`config.mk`:
```
export PLATFORM = sky130hd
export DESIGN_NAME = gsm_7bit_text_encoder_unit
export DESIGN_NICKNAME = d
export VERILOG_FILES = /design/src/gsm7_pkg.sv /design/src/gsm7_packer.sv /design/src/gsm7_out_queue.sv /design/src/gsm_7bit_text_encoder_unit.sv
export SDC_FILE = /design/constraint.sdc
export NUM_CORES = 1
export LEC_CHECK = 0
export BUFFER_PORTS_ARGS = -buffer_cell sky130_fd_sc_hd__buf_2
export CAP_MARGIN = 10
export CORE_MARGIN = 2
export CORE_UTILIZATION = 33
export DETAILED_ROUTE_END_ITERATION = 8
export GPL_TIMING_DRIVEN = 0
export HOLD_SLACK_MARGIN = 0.1
export PLACE_DENSITY_LB_ADDON = 0.15
export SYNTH_ARGS = -nofsm -noshare
export SYNTH_HDL_FRONTEND = slang
export SYNTH_SLANG_ARGS = --single-unit
```
`constraint.sdc`:
```
create_clock -name clock -period 5.8 [get_ports clock]
set_clock_uncertainty 0.2 [all_clocks]
set_input_delay 0.87 -clock clock [delete_from_list [all_inputs] [get_ports clock]]
set_output_delay 0.87 -clock clock [all_outputs]
set_load 0.01 [all_outputs]
```
`src/gsm7_pkg.sv`:
```
`timescale 1ns / 1ps
`default_nettype none

package gsm7_pkg;

   localparam int unsigned ALPHA_SIZE  = 128;
   localparam int unsigned QUEUE_DEPTH = 4;

   // gsm default alphabet, index is the septet code
   localparam logic [7:0] ALPHABET [ALPHA_SIZE] = '{
      8'd64,  8'd163, 8'd36,  8'd165, 8'd232, 8'd233, 8'd249, 8'd236, 8'd242, 8'd199,
      8'd10,  8'd216, 8'd248, 8'd13,  8'd197, 8'd229, 8'd16,  8'd95,  8'd18,  8'd19,
      8'd20,  8'd21,  8'd22,  8'd23,  8'd24,  8'd25,  8'd26,  8'd27,  8'd198, 8'd230,
      8'd223, 8'd201, 8'd32,  8'd33,  8'd34,  8'd35,  8'd164, 8'd37,  8'd38,  8'd39,
      8'd40,  8'd41,  8'd42,  8'd43,  8'd44,  8'd45,  8'd46,  8'd47,  8'd48,  8'd49,
      8'd50,  8'd51,  8'd52,  8'd53,  8'd54,  8'd55,  8'd56,  8'd57,  8'd58,  8'd59,
      8'd60,  8'd61,  8'd62,  8'd63,  8'd161, 8'd65,  8'd66,  8'd67,  8'd68,  8'd69,
      8'd70,  8'd71,  8'd72,  8'd73,  8'd74,  8'd75,  8'd76,  8'd77,  8'd78,  8'd79,
      8'd80,  8'd81,  8'd82,  8'd83,  8'd84,  8'd85,  8'd86,  8'd87,  8'd88,  8'd89,
      8'd90,  8'd196, 8'd214, 8'd209, 8'd220, 8'd167, 8'd191, 8'd97,  8'd98,  8'd99,
      8'd100, 8'd101, 8'd102, 8'd103, 8'd104, 8'd105, 8'd106, 8'd107, 8'd108, 8'd109,
      8'd110, 8'd111, 8'd112, 8'd113, 8'd114, 8'd115, 8'd116, 8'd117, 8'd118, 8'd119,
      8'd120, 8'd121, 8'd122, 8'd228, 8'd246, 8'd241, 8'd252, 8'd224
   };

   // one octet of the packed stream
   typedef struct packed {
      logic [7:0] octet;
      logic       final_flag;
   } entry_type;

   // what the packer hands to the output queue in one transfer
   typedef struct packed {
      logic [1:0] push_count;
      entry_type  first;
      entry_type  second;
   } push_type;

   // byte to septet code, lowest matching index wins, no match gives 0
   // all operands are constants apart from the byte, so this folds into a rom
   function automatic logic [6:0] to_septet(input logic [7:0] text_byte);
      logic [6:0] code;
      code = 7'd0;
      for (int k = ALPHA_SIZE - 1; k >= 0; k--) begin
         if (text_byte == ALPHABET[k]) begin
            code = 7'(k);
         end
      end
      return code;
   endfunction

endpackage

`default_nettype wire

```
`src/gsm7_packer.sv`:
```
`timescale 1ns / 1ps
`default_nettype none

module gsm7_packer (
   input  wire logic              clock,
   input  wire logic              reset,
   input  wire logic              req_valid,
   output logic                   req_stall,
   input  wire logic [7:0]        req_text_byte,
   input  wire logic              req_final_char,
   input  wire logic              queue_space,
   output gsm7_pkg::push_type     push
);

   logic       hold_valid_ff, hold_valid_in;
   logic [7:0] hold_byte_ff;
   logic       hold_final_ff;
   logic [2:0] char_pos_ff, char_pos_in;
   logic [6:0] carry_ff, carry_in;

   logic        advance;
   logic        accept;
   logic [6:0]  code;
   logic [14:0] shifted;
   logic [7:0]  regular_octet;
   logic [6:0]  carry_next;
   logic        has_regular;
   logic        has_flush;
   gsm7_pkg::entry_type regular_entry;
   gsm7_pkg::entry_type flush_entry;

   // held item moves on whenever the queue has room for two octets
   assign advance   = hold_valid_ff && queue_space;
   assign req_stall = hold_valid_ff && !queue_space;
   assign accept    = req_valid && !req_stall;

   // code lookup and septet packing
   always_comb begin
      code          = gsm7_pkg::to_septet(hold_byte_ff);
      shifted       = {8'd0, code} << (4'd8 - {1'b0, char_pos_ff});
      regular_octet = shifted[7:0] | {1'b0, carry_ff};
      carry_next    = (char_pos_ff == 3'd0) ? code : (code >> char_pos_ff);
      has_regular   = (char_pos_ff != 3'd0);
      has_flush     = hold_final_ff && (char_pos_ff != 3'd7);

      regular_entry.octet      = regular_octet;
      regular_entry.final_flag = hold_final_ff && (char_pos_ff == 3'd7);
      flush_entry.octet        = {1'b0, carry_next};
      flush_entry.final_flag   = 1'b1;

      push.push_count = {1'b0, advance && has_regular} + {1'b0, advance && has_flush};
      if (has_regular) begin
         push.first  = regular_entry;
         push.second = flush_entry;
      end else begin
         push.first  = flush_entry;
         push.second = flush_entry;
      end
   end

   // next state
   always_comb begin
      hold_valid_in = hold_valid_ff;
      char_pos_in   = char_pos_ff;
      carry_in      = carry_ff;
      if (advance) begin
         hold_valid_in = 1'b0;
         if (hold_final_ff) begin
            char_pos_in = 3'd0;
            carry_in    = 7'd0;
         end else begin
            char_pos_in = char_pos_ff + 3'd1;
            carry_in    = carry_next;
         end
      end
      if (accept) begin
         hold_valid_in = 1'b1;
      end
   end

   // control state
   always_ff @(posedge clock) begin
      if (reset) begin
         hold_valid_ff <= 1'b0;
         char_pos_ff   <= 3'd0;
         carry_ff      <= 7'd0;
      end else begin
         hold_valid_ff <= hold_valid_in;
         char_pos_ff   <= char_pos_in;
         carry_ff      <= carry_in;
      end
   end

   // input register
   always_ff @(posedge clock) begin
      if (accept) begin
         hold_byte_ff  <= req_text_byte;
         hold_final_ff <= req_final_char;
      end
   end

endmodule

`default_nettype wire

```
`src/gsm7_out_queue.sv`:
```
`timescale 1ns / 1ps
`default_nettype none

module gsm7_out_queue (
   input  wire logic               clock,
   input  wire logic               reset,
   input  wire gsm7_pkg::push_type push,
   output logic                    queue_space,
   output logic                    rsp_valid,
   input  wire logic               rsp_stall,
   output logic [7:0]              rsp_packed_octet,
   output logic                    rsp_final_octet
);

   localparam int unsigned PTR_W = $clog2(gsm7_pkg::QUEUE_DEPTH);
   localparam int unsigned CNT_W = $clog2(gsm7_pkg::QUEUE_DEPTH + 1);

   gsm7_pkg::entry_type mem_ff [gsm7_pkg::QUEUE_DEPTH];
   logic [PTR_W-1:0] wr_ptr_ff, wr_ptr_in;
   logic [PTR_W-1:0] rd_ptr_ff, rd_ptr_in;
   logic [CNT_W-1:0] count_ff, count_in;
   logic             pop;
   logic [PTR_W-1:0] wr_ptr_next;

   assign queue_space = (count_ff <= CNT_W'(gsm7_pkg::QUEUE_DEPTH - 2));
   assign rsp_valid   = (count_ff != '0);
   assign pop         = rsp_valid && !rsp_stall;
   assign wr_ptr_next = wr_ptr_ff + PTR_W'(1);

   assign rsp_packed_octet = mem_ff[rd_ptr_ff].octet;
   assign rsp_final_octet  = mem_ff[rd_ptr_ff].final_flag;

   // pointer and fill count update
   always_comb begin
      wr_ptr_in = wr_ptr_ff + PTR_W'(push.push_count);
      rd_ptr_in = pop ? rd_ptr_ff + PTR_W'(1) : rd_ptr_ff;
      count_in  = count_ff + CNT_W'(push.push_count) - CNT_W'(pop);
   end

   always_ff @(posedge clock) begin
      if (reset) begin
         wr_ptr_ff <= '0;
         rd_ptr_ff <= '0;
         count_ff  <= '0;
      end else begin
         wr_ptr_ff <= wr_ptr_in;
         rd_ptr_ff <= rd_ptr_in;
         count_ff  <= count_in;
      end
   end

   // octet storage, up to two writes per cycle into free slots
   always_ff @(posedge clock) begin
      if (push.push_count != 2'd0) begin
         mem_ff[wr_ptr_ff] <= push.first;
      end
      if (push.push_count == 2'd2) begin
         mem_ff[wr_ptr_next] <= push.second;
      end
   end

endmodule

`default_nettype wire

```
`src/gsm_7bit_text_encoder_unit.sv`:
```
`timescale 1ns / 1ps
// path: a character's result passes the input register, then the octet queue, before it transfers
// throughput: one character per cycle unless req_stall; the last character of a message
//   may give two octets, which the 4-entry octet queue drains one per cycle unless rsp_stall
// reset: synchronous, active high; clears character position, carry bits and the octet queue
`default_nettype none

module gsm_7bit_text_encoder_unit (
   input  wire logic       clock,
   input  wire logic       reset,
   input  wire logic       req_valid,
   output logic            req_stall,
   input  wire logic [7:0] req_text_byte,
   input  wire logic       req_final_char,
   output logic            rsp_valid,
   input  wire logic       rsp_stall,
   output logic [7:0]      rsp_packed_octet,
   output logic            rsp_final_octet
);

   gsm7_pkg::push_type push;
   logic               queue_space;

   // lookup and packing
   gsm7_packer u_packer (
      .clock          (clock),
      .reset          (reset),
      .req_valid      (req_valid),
      .req_stall      (req_stall),
      .req_text_byte  (req_text_byte),
      .req_final_char (req_final_char),
      .queue_space    (queue_space),
      .push           (push)
   );

   // octet queue toward the result channel
   gsm7_out_queue u_out_queue (
      .clock            (clock),
      .reset            (reset),
      .push             (push),
      .queue_space      (queue_space),
      .rsp_valid        (rsp_valid),
      .rsp_stall        (rsp_stall),
      .rsp_packed_octet (rsp_packed_octet),
      .rsp_final_octet  (rsp_final_octet)
   );

endmodule

`default_nettype wire

```
==> flow_metrics.env, run 1 <==
export IMPL_postCtsHoldBufs=0
export IMPL_drt_iter0_drc=729
export IMPL_setup_viol=0
export IMPL_clk_pin_slew_ns=0.06
export IMPL_ys_seq_area_share_pct=32.84
export IMPL_cap_viol_max_count=0
export IMPL_fp_dieArea_sq_um=16430
export IMPL_worstHoldEndpoint="u_out_queue.mem_ff[2][8]"
export IMPL_grt_start_max_net_pins=14
export IMPL_syn_instance_count=559
export IMPL_critPathRequiredTime_ns=5.82
export IMPL_place_congestion=0.9750
export IMPL_synth_xor_area_share_pct=1.549
export IMPL_synthAdderAreaFrac_pct=2.852
export IMPL_fin_nets=617
export IMPL_dp_hpwl_microns=11930
export IMPL_dr_pass1_iters=6
export IMPL_cts_setup_buffers=0
export IMPL_crit_path_cell_trace="clkinv_1 -> ha_1 -> ha_1 -> clkbuf_1 -> inv_1 -> clkbuf_1 -> nand3_1 -> ha_1 -> inv_1 -> ha_1 -> inv_1 -> ha_1 -> inv_1 -> fa_1 -> xnor2_1 -> xnor2_1 -> nor2_1"
export IMPL_crit_type="reg2reg"
export IMPL_synth_simple_area_share_pct=26.45
export IMPL_io_buffers=23
export IMPL_diodes=0
export IMPL_synth_flop_cell="edfxtp_1"
export IMPL_syn_area_sq_um=5090
export IMPL_timing_hold_ws_ns=0.2591
export IMPL_drc=0
export IMPL_slew_headroom_pct=43.93
export IMPL_setup_tns_final_ns=0
export IMPL_clkLatencyLatePin_ns=0.35
export IMPL_vias=4915
export IMPL_cp_data_arrival_time_ns=4.53
export IMPL_rrSetupSlack_ns=1.29
export IMPL_cts_root_buf="clkbuf_16"
export IMPL_r2r_cells=17
export IMPL_r2r_end="u_out_queue.count_ff[2]"
export IMPL_synth_area_mux_share_pct=4.671
export IMPL_clock_sinks=65
export IMPL_syn_nets=583
export IMPL_most_common_layout_cells="nor2_1, edfxtp_1, buf_2"
export IMPL_status="finished clean"
export IMPL_r2r_start="u_packer.char_pos_ff[0]"
export IMPL_fill_cells=1524
export IMPL_drive_gt1_share_pct=17.39
export IMPL_routed_wl_microns=16560
export IMPL_grt_overflow=0
export IMPL_io_pins=24
export IMPL_coreArea_sq_um=15150
export IMPL_fp_dieW_microns=128.2
export IMPL_register_area_sq_um=1672
export IMPL_leakage_nw=2.072
export IMPL_synth_top_family_by_area="simple AND/OR/NAND/NOR gates"
export IMPL_start_util_pct=33.61
export IMPL_antenna_found_initial=0
export IMPL_areaGrowthSynthToFinish_pct=12.73
export IMPL_grt_use_total_pct=20.52
export IMPL_ys_async_sr_fraction_pct=0
export IMPL_post_route_min_period_ns=4.509
export IMPL_cts_tree="done"
export IMPL_fmax_ghz=0.2218
export IMPL_synth_seq_cells=65
export IMPL_cp_max_fo=10
export IMPL_finalCritPeriodShare_pct=77.74
export IMPL_wl_per_cell_microns=21.07
export IMPL_cts_path_max_buffers=2
export IMPL_min_from="u_out_queue.mem_ff[2][8]"
export IMPL_final_common_cell="nor2_1"
export IMPL_ys_types=94
export IMPL_first_global_vias=4561
export IMPL_post_cts_resized=0
export IMPL_hold_class="reg2reg"
export IMPL_synth_edf_count=37
export IMPL_power_density_nw_per_um2=294.8
export IMPL_grt_pass1_wl_microns=25970
export IMPL_final_max_slew_viol_count=0
export IMPL_detail_route_antenna_nets=0
export IMPL_dieHeight_microns=128.2
export IMPL_vdd_drop_max_uv=171.2
export IMPL_endpoint_kind="register"
export IMPL_crit_start="u_packer.char_pos_ff[0]"
export IMPL_syn_mean_instance_area_sq_um=9.105
export IMPL_cp_start_kind="register"
export IMPL_fin_util_pct=37.89
export IMPL_synth_compound_area_share_pct=23.94
export IMPL_slowest_delay_ns=0.51
export IMPL_multiInputGateArea_sq_um=3027
export IMPL_crit_top_cell="ha_1"
export IMPL_hold_depth=2
export IMPL_ctsHtreeMaxLevel=3
export IMPL_rsz0062_at_grt="no"
export IMPL_avgViaCountPerCell=6.253
export IMPL_yosysWarnings=0
export IMPL_numCtsBuffers=9
export IMPL_crit_path_top_delay_cell="clkbuf_1"
export IMPL_num_rows=45
export IMPL_tightest_slew_ns=0.8323
export IMPL_hold_viol_final=0
==> cells by family after synthesis <==
kind of cell,after synthesis
adder cells (fa/ha/maj),11
flip-flops,65
XOR/XNOR,9
multiplexers,12
AND/OR/NAND/NOR,219
buffers and inverters,76
AO/OA/AOI/OAI,167
==> critical path, delay by kind of cell, from the launching register on <==
kind,cells,cell delay [ns]
fa+ha+maj,6,1.69
buf+inv,7,1.32
flops,1,0.48
xor+xnor,2,0.35
simple gates,2,0.32
==> where the power goes <==
group | internal, mW | leakage [nW] | switching [mW] | total [mW]
sequential | 0.533 | 0.616 | 0.0257 | 0.559
clock | 0.320 | 0.150 | 0.226 | 0.545
combinational | 0.228 | 1.31 | 0.360 | 0.587
total | 1.08 | 2.07 | 0.611 | 1.69
==> worst max-delay path by stage <==
stage                                    to  slack, ns  cells past startpoint
global placement    u_out_queue.count_ff[2]       1.30                     17
CTS                 u_out_queue.count_ff[2]       1.30                     17
floorplan           u_out_queue.count_ff[2]       2.07                     17
global route        u_out_queue.count_ff[2]       0.94                     17
detailed placement  u_out_queue.count_ff[2]       1.32                     17
finish              u_out_queue.count_ff[2]       1.29                     17
==> synthesized netlist by cell type (7+ instances only) <==
cell       count  area share [%]
nand4_1       10             1.2
buf_4         11             1.6
edfxtp_1      37              22
nor3_1        17             1.7
mux4_2         9             4.0
dfxtp_1       28              11
nand3b_1       8             1.2
o2bb2ai_1      7             1.2
o211ai_1       7             1.0
nor2b_1        8            0.98
buf_2          9            0.88
o21ai_1        7            0.69
clkbuf_1      20             1.5
nand2b_1      12             1.5
or3_1          8            0.98
nor4_1         8            0.98
nand3_1       16             1.6
inv_1         24             1.8
o32ai_1        9             1.5
buf_6          7             1.5
xnor2_1        8             1.4
a21oi_1       23             2.3
ha_1          10             2.5
o22ai_1       25             3.1
nor2_1        45             3.3
o21ai_0       25             2.5
nand2_1       27             2.0
==> area by class of cell <==
cell class                      instances  share of cell area (%)
Tap cell                              188                   4.099
Sequential cell                        65                   29.13
Buffer                                 51                   5.190
Multi-Input combinational cell        418                   52.75
Clock inverter                          6                  0.8286
Timing Repair Buffer                   23                   2.006
Clock buffer                           10                   4.361
Inverter                               25                   1.635
==> through the flow <==
step | worst slack (ns) | instances | power (mW) | instance area, sq um
6_report | 1.291 | 786 | 1.692 | 5738
5_1_grt | 0.9384 | 786 | 1.785 | 5738
3_5_place_dp | 1.324 | 770 | 1.147 | 5440
2_1_floorplan | 2.073 | 559 | 0.9792 | 5090
3_3_place_gp | 1.301 | 770 | 1.149 | 5440
4_1_cts | 1.299 | 786 | 1.695 | 5738
==> sequential cells by signal, summed over array words and instances, names as in the netlist, named ones only <==
signal,flops
u_out_queue.count_ff,3
u_out_queue.mem_ff,36
u_out_queue.rd_ptr_ff,2
u_out_queue.wr_ptr_ff,2
u_packer.carry_ff,7
u_packer.char_pos_ff,3
u_packer.hold_byte_ff,8
u_packer.hold_final_ff,1
u_packer.hold_valid_ff,1
==> per-layer routing <==
metal	vias to the layer above	track usage, %	share of wire [%]
li1	2247	-	-
met4	0	6.852	2.2
met1	2359	30.25	46
met3	38	4.007	7.9
met5	-	0	0
met2	271	29.91	44
(Power assumes the default switching activity.)
==> inputs of run 2 (changes only) <==
--- a/config.mk
+++ b/config.mk
@@ -5,6 +5,7 @@
 export SDC_FILE = /design/constraint.sdc
 export NUM_CORES = 1
 export LEC_CHECK = 0
+export ABC_AREA = 1
 export BUFFER_PORTS_ARGS = -buffer_cell sky130_fd_sc_hd__buf_2
 export CAP_MARGIN = 10
 export CORE_MARGIN = 2
==> constraint.sdc (replaced) <==
create_clock -name clock -period 4.39 [get_ports clock]
set_clock_uncertainty 0.2 [all_clocks]
set_input_delay 0.6585 -clock clock [delete_from_list [all_inputs] [get_ports clock]]
set_output_delay 0.6585 -clock clock [all_outputs]
set_load 0.01 [all_outputs]
==> run 2 against run 1 <==
Compared with the run above: the run now ends with setup timing left; core utilization up 3.5 points; maximum frequency down 8.9%; die area decreased by 2.8%; power grew 39%; wire length is 1.1% lower; sequential cell count is the same; clock power rose by 53%; via count is 9.8% higher; register-to-register slack worse by 1.8 ns; worst setup slack got worse by 1.8 ns; global-route usage shrank 0.23 points; first-iteration DRC count is 34% lower.
==> flow_metrics.env, run 2 <==
export IMPL_drc=0
export IMPL_ys_types=43
export IMPL_synth_seq_cells=65
export IMPL_seqPwrFrac_pct=31.6
export IMPL_final_common_cell="nand2_1"
export IMPL_antenna_found_initial=0
export IMPL_ys_top_cells_by_count="nand2_1, nor2_1, inv_1"
export IMPL_syn_instance_count=767
export IMPL_setup_slack_ns=-0.5580
export IMPL_crit_family="simple AND/OR/NAND/NOR gates"
export IMPL_layout_cells_non_filler=1010
export IMPL_leakage_nw=2.539
export IMPL_drt_iter0_drc=481
export IMPL_yosysWarnings=0
export IMPL_synth_edf_count=37
export IMPL_comb_power_share_pct=32.9
export IMPL_register_area_sq_um=1672
export IMPL_numCtsBuffers=9
export IMPL_rsz0062_at_grt="yes"
export IMPL_cp_start_kind="register"
export IMPL_start_util_pct=33.87
export IMPL_synth_top_area_share_pct=22.49
export IMPL_detail_route_antenna_nets=0
export IMPL_synth_top_area_cell="edfxtp_1"
export IMPL_grt_use_total_pct=20.30
export IMPL_vias=5397
export IMPL_top_register="u_out_queue.mem_ff"
export IMPL_hold_class="reg2reg"
export IMPL_io_pins=24
export IMPL_postCtsHoldBufs=0
export IMPL_dp_slack_ns=-0.6025
export IMPL_first_global_vias=5077
export IMPL_place_congestion=0.9136
export IMPL_ys_async_sr_fraction_pct=0
export IMPL_wl_per_cell_microns=16.22
export IMPL_power_internal_mw=1.519
export IMPL_coreArea_sq_um=14590
export IMPL_syn_nets=791
export IMPL_multiInputGateArea_sq_um=2962
export IMPL_fin_util_pct=41.40
export IMPL_fp_dieArea_sq_um=15970
export IMPL_placed_area_sq_um=5286
export IMPL_grt_start_max_net_pins=13
export IMPL_clockPowerShare_pct=35.5
export IMPL_clk_pin_slew_ns=0.06
export IMPL_violations="setup timing"
export IMPL_fp_dieW_microns=126.4
export IMPL_io_buffers=23
export IMPL_grt_pass1_wl_microns=25830
export IMPL_ctsHtreeMaxLevel=3
export IMPL_cts_root_buf="clkbuf_16"
export IMPL_avgViaCountPerCell=5.344
export IMPL_yosysMostFrequentCell="nand2_1"
export IMPL_cap_viol_max_count=0
export IMPL_fin_nets=845
export IMPL_final_max_slew_viol_count=0
export IMPL_areaGrowthSynthToFinish_pct=22.23
export IMPL_finalCritPeriodShare_pct=112.7
export IMPL_critPathRequiredTime_ns=4.28
export IMPL_report_power_total_mw=2.350
export IMPL_ys_seq_area_share_pct=33.83
export IMPL_dieHeight_microns=126.4
export IMPL_setup_tns_final_ns=-15.86
export IMPL_power_density_nw_per_um2=389.1
export IMPL_synth_flop_cell="edfxtp_1"
export IMPL_vdd_drop_max_uv=185.6
export IMPL_grt_overflow=0
export IMPL_routed_wl_microns=16380
export IMPL_reg_top3="u_out_queue.mem_ff: 36 flops, u_packer.hold_byte_ff: 8 flops, u_packer.carry_ff: 7 flops"
export IMPL_dr_pass1_iters=5
export IMPL_fmax_ghz=0.2021
export IMPL_slowest_delay_ns=0.42
export IMPL_drive_gt1_share_pct=16.83
export IMPL_cp_max_fo=5
export IMPL_clkLatencyLatePin_ns=0.34
export IMPL_path_buf_inv=4
export IMPL_status="complete, but fails checks"
export IMPL_dpl_cell_count=974
export IMPL_cp_data_arrival_time_ns=4.84
export IMPL_slew_headroom_pct=32.20
export IMPL_endpoint_kind="register"
export IMPL_tightest_slew_ns=1.009
export IMPL_crit_path_top_delay_cell="edfxtp_1"
export IMPL_syn_mean_instance_area_sq_um=6.442
export IMPL_dp_hpwl_microns=12250
export IMPL_cts_path_max_buffers=2
export IMPL_num_rows=44
export IMPL_synthTopCellsByArea="edfxtp_1, nand2_1, dfxtp_1"
export IMPL_crit_type="reg2reg"
export IMPL_switching_power_mw=0.8315
export IMPL_diodes=0
export IMPL_fin_area_sq_um=6040
export IMPL_most_common_layout_cells="nand2_1, nor2_1, inv_1"
export IMPL_fill_cells=1541
export IMPL_timing_hold_ws_ns=0.2686
export IMPL_cts_tree="done"
export IMPL_syn_area_sq_um=4941
export IMPL_hold_viol_final=0
export IMPL_setup_viol=34
export IMPL_largest_reg_flops=36
export IMPL_sw_frac_of_total_pct=35.38
export IMPL_clock_sinks=65
export IMPL_post_route_min_period_ns=4.948
## run 2: cell type report
| cell class | count | share of cell area [%] |
|---|---|---|
| Buffer | 10 | 0.8287 |
| Clock buffer | 10 | 3.791 |
| Clock inverter | 6 | 1.885 |
| Inverter | 136 | 8.515 |
| Multi-Input combinational cell | 556 | 49.04 |
| Sequential cell | 65 | 27.68 |
| Tap cell | 184 | 3.812 |
| Timing Repair Buffer | 43 | 4.454 |
## run 2: worst reg2reg max path, delay by kind of cell, from the launching register on
kind	cells	cell delay, ns
buf+inv	4	0.53
compound gates	3	0.27
simple gates	33	3.27
flops	1	0.42
## run 2: cell families (layout without fill, tap and decap cells)
logic type	count (synthesis)	in the layout	synth area share (%)
adders and majority gates	11	11	2.937
xor gates and xnor gates	2	2	0.3546
and+or+nand+nor	399	399	34.19
buffers and inverters	146	205	11.34
AOI/OAI and AO/OA	144	144	17.35
DFF	65	65	33.83
## run 2: routing by layer
layer / part of all wire (%) / global-route usage, % / vias to the layer above
met5: 0 / 0 / -
met4: 2.8 / 8.597 / 0
met3: 6.6 / 4.133 / 44
met2: 45 / 31.05 / 214
met1: 46 / 27.92 / 2488
li1: - / - / 2651
## run 2: worst paths after layout
path | start | endpoint | slack, ns | depth (start not counted)
worst max-delay path | u_packer.hold_byte_ff[2] | u_out_queue.mem_ff[2][6] | -0.56 | 40
worst min-delay path | u_out_queue.rd_ptr_ff[1] | u_out_queue.rd_ptr_ff[1] | 0.27 | 2
worst max register to register | u_packer.hold_byte_ff[2] | u_out_queue.mem_ff[2][6] | -0.56 | 40
worst min register to register | u_out_queue.rd_ptr_ff[1] | u_out_queue.rd_ptr_ff[1] | 0.27 | 2
## run 2: repair_timing
item,4_1_cts,5_1_grt
setup buffers,11,9
gates resized for setup,34,41
endpoints found under the setup margin,34,42
pin swaps,7,8
## run 2: power by group through the flow
stage / Clock, mW / Combinational [mW] / Sequential [mW]
floorplan: 0 / 0.476 / 0.743
global placement: 0 / 0.675 / 0.754
detailed placement: 0 / 0.681 / 0.755
CTS: 0.847 / 0.721 / 0.743
global route: 0.873 / 0.866 / 0.750
finish: 0.833 / 0.773 / 0.743
==> inputs of run 3 (changes only) <==
--- a/config.mk
+++ b/config.mk
@@ -9,11 +9,10 @@
 export BUFFER_PORTS_ARGS = -buffer_cell sky130_fd_sc_hd__buf_2
 export CAP_MARGIN = 10
 export CORE_MARGIN = 2
-export CORE_UTILIZATION = 33
+export CORE_UTILIZATION = 27
 export DETAILED_ROUTE_END_ITERATION = 8
 export GPL_TIMING_DRIVEN = 0
 export HOLD_SLACK_MARGIN = 0.1
-export PLACE_DENSITY_LB_ADDON = 0.15
 export SYNTH_ARGS = -nofsm -noshare
 export SYNTH_HDL_FRONTEND = slang
 export SYNTH_SLANG_ARGS = --single-unit
==> run 3 against run 2 <==
Compared with the run above: the flow still finishes with violations (setup timing); design area up 1.2%; global-route usage decreased by 4.6 points; sequential power about the same; first-iteration DRC count increased by 27%; core utilization down 7.4 points; largest cell class unchanged; critical endpoint is now u_out_queue.mem_ff[3][1].
==> flow_metrics.env, run 3 (same netlist as run 2, synthesis figures left out) <==
export IMPL_wl_per_cell_microns=14.73
export IMPL_coreArea_sq_um=17960
export IMPL_cts_path_max_buffers=2
export IMPL_cp_data_arrival_time_ns=4.81
export IMPL_slowest_delay_ns=0.45
export IMPL_drc=0
export IMPL_critPathRequiredTime_ns=4.28
export IMPL_fmax_ghz=0.2033
export IMPL_fin_nets=852
export IMPL_r2r_start="u_packer.hold_byte_ff[5]"
export IMPL_start_util_pct=27.51
export IMPL_antenna_found_initial=0
export IMPL_dieHeight_microns=139.3
export IMPL_num_rows=49
export IMPL_sw_frac_of_total_pct=37.35
export IMPL_numCtsBuffers=9
export IMPL_min_from="u_packer.carry_ff[2]"
export IMPL_cts_root_buf="clkbuf_16"
export IMPL_fp_dieArea_sq_um=19400
export IMPL_fp_dieW_microns=139.3
export IMPL_postCtsHoldBufs=0
export IMPL_fill_cells=1919
export IMPL_report_power_total_mw=2.269
export IMPL_most_common_layout_cells="nand2_1, nor2_1, inv_1"
export IMPL_cts_tree="done"
export IMPL_clkLatencyLatePin_ns=0.34
export IMPL_post_route_min_period_ns=4.918
export IMPL_tightest_slew_ns=0.9277
export IMPL_seqPwrFrac_pct=32.7
export IMPL_drt_iter0_drc=613
export IMPL_cp_start_kind="register"
export IMPL_io_pins=24
export IMPL_avgViaCountPerCell=5.080
export IMPL_final_max_slew_viol_count=0
export IMPL_hold_viol_final=0
export IMPL_top_register="u_out_queue.mem_ff"
export IMPL_crit_top_cell="nand4_1"
export IMPL_multiInputGateArea_sq_um=2960
export IMPL_setup_slack_ns=-0.5278
export IMPL_switching_power_mw=0.8477
export IMPL_clockPowerShare_pct=32.5
export IMPL_endpoint_kind="register"
export IMPL_detail_route_antenna_nets=0
export IMPL_clock_sinks=65
export IMPL_register_area_sq_um=1672
export IMPL_slew_headroom_pct=37.68
export IMPL_rrSetupSlack_ns=-0.53
export IMPL_comb_power_share_pct=34.8
export IMPL_io_buffers=23
export IMPL_power_internal_mw=1.422
export IMPL_crit_path_top_delay_cell="edfxtp_1"
export IMPL_rsz0062_at_grt="yes"
export IMPL_place_congestion=0.9817
export IMPL_crit_type="reg2reg"
export IMPL_clk_pin_slew_ns=0.06
export IMPL_r2r_end="u_out_queue.mem_ff[3][1]"
export IMPL_grt_use_total_pct=15.74
export IMPL_setup_viol=34
export IMPL_grt_overflow=0
export IMPL_final_common_cell="nand2_1"
export IMPL_crit_start="u_packer.hold_byte_ff[5]"
export IMPL_leakage_nw=2.556
export IMPL_grt_start_max_net_pins=14
export IMPL_power_density_nw_per_um2=371.2
export IMPL_grt_pass1_wl_microns=24860
export IMPL_largest_reg_flops=36
export IMPL_ctsHtreeMaxLevel=3
export IMPL_vdd_drop_max_uv=226.2
export IMPL_cap_viol_max_count=0
export IMPL_status="complete, but fails checks"
export IMPL_drive_gt1_share_pct=18.01
export IMPL_endpoint="u_out_queue.mem_ff[3][1]"
export IMPL_fin_util_pct=34.03
export IMPL_vias=5395
export IMPL_reg_top3="u_out_queue.mem_ff: 36 flops, u_packer.hold_byte_ff: 8 flops, u_packer.carry_ff: 7 flops"
export IMPL_diodes=0
export IMPL_dp_hpwl_microns=11420
export IMPL_violations="setup timing"
export IMPL_r2r_cells=41
export IMPL_first_global_vias=5018
export IMPL_finalCritPeriodShare_pct=112.0
export IMPL_hold_class="reg2reg"
export IMPL_areaGrowthSynthToFinish_pct=23.73
export IMPL_routed_wl_microns=15640
export IMPL_dr_pass1_iters=6
export IMPL_cp_max_fo=5
## run 3: per-layer routing
| metal | vias up | share of wire [%] | GRT usage (%) |
|---|---|---|---|
| met2 | 253 | 46 | 25.26 |
| li1 | 2666 | - | - |
| met5 | - | 0 | 0 |
| met3 | 37 | 6.7 | 2.615 |
| met4 | 0 | 2.5 | 6.167 |
| met1 | 2439 | 45 | 21.21 |
## run 3: layout make-up
type                    count  share of cell area [%]
multi-input cells         556                   48.42
flip-flops and latches     65                   27.34
inverters                 136                   8.350
repair buffers             50                   5.383
well taps                 229                   4.687
clock buffers               9                   3.684
clock inverters             7                   1.310
plain buffers              10                  0.8187
## run 3: timing repair
action | in CTS | in global routing
pin swaps | 16 | 14
gates resized for setup | 38 | 48
endpoints found under the setup margin | 34 | 35
setup buffers | 15 | 12
## run 3: worst max-delay path, delay by kind of cell, from the launching register on
family,cells,cell delay [ns]
simple gates,39,3.72
compound gates,1,0.08
flops,1,0.45
buf+inv,1,0.18
## run 3: worst min path at each step
| stage | slack, ns | cells after the start | endpoint |
|---|---|---|---|
| 2_1_floorplan | 0.24 | 2 | register |
| 3_3_place_gp | 0.25 | 2 | u_out_queue.rd_ptr_ff[1] |
| 3_5_place_dp | 0.26 | 2 | u_packer.carry_ff[2] |
| 4_1_cts | 0.27 | 2 | u_packer.carry_ff[2] |
| 5_1_grt | 0.28 | 2 | u_packer.carry_ff[3] |
| 6_report | 0.26 | 2 | u_packer.carry_ff[2] |
## run 3: metrics by stage
step                      setup TNS (ns)  hold WS (ns)  instances  setup WS [ns]  area [sq um]
after global routing              -37.20        0.2847       1062         -1.210          6113
after CTS                         -12.59        0.2659       1050        -0.4630          5873
after floorplan                        0        0.2356        767         0.3328          4941
after detailed placement          -15.99        0.2569       1019        -0.5756          5343
final                             -14.54        0.2633       1062        -0.5278          6113
after global placement            -17.16        0.2549       1019        -0.6277          5343
## run 3: power groups by stage
stage / clock, mW / combinational, mW / sequential, mW
finish: 0.738 / 0.791 / 0.741
global route: 0.782 / 0.883 / 0.748
CTS: 0.756 / 0.727 / 0.740
detailed placement: 0 / 0.674 / 0.753
global placement: 0 / 0.669 / 0.752
floorplan: 0 / 0.476 / 0.743
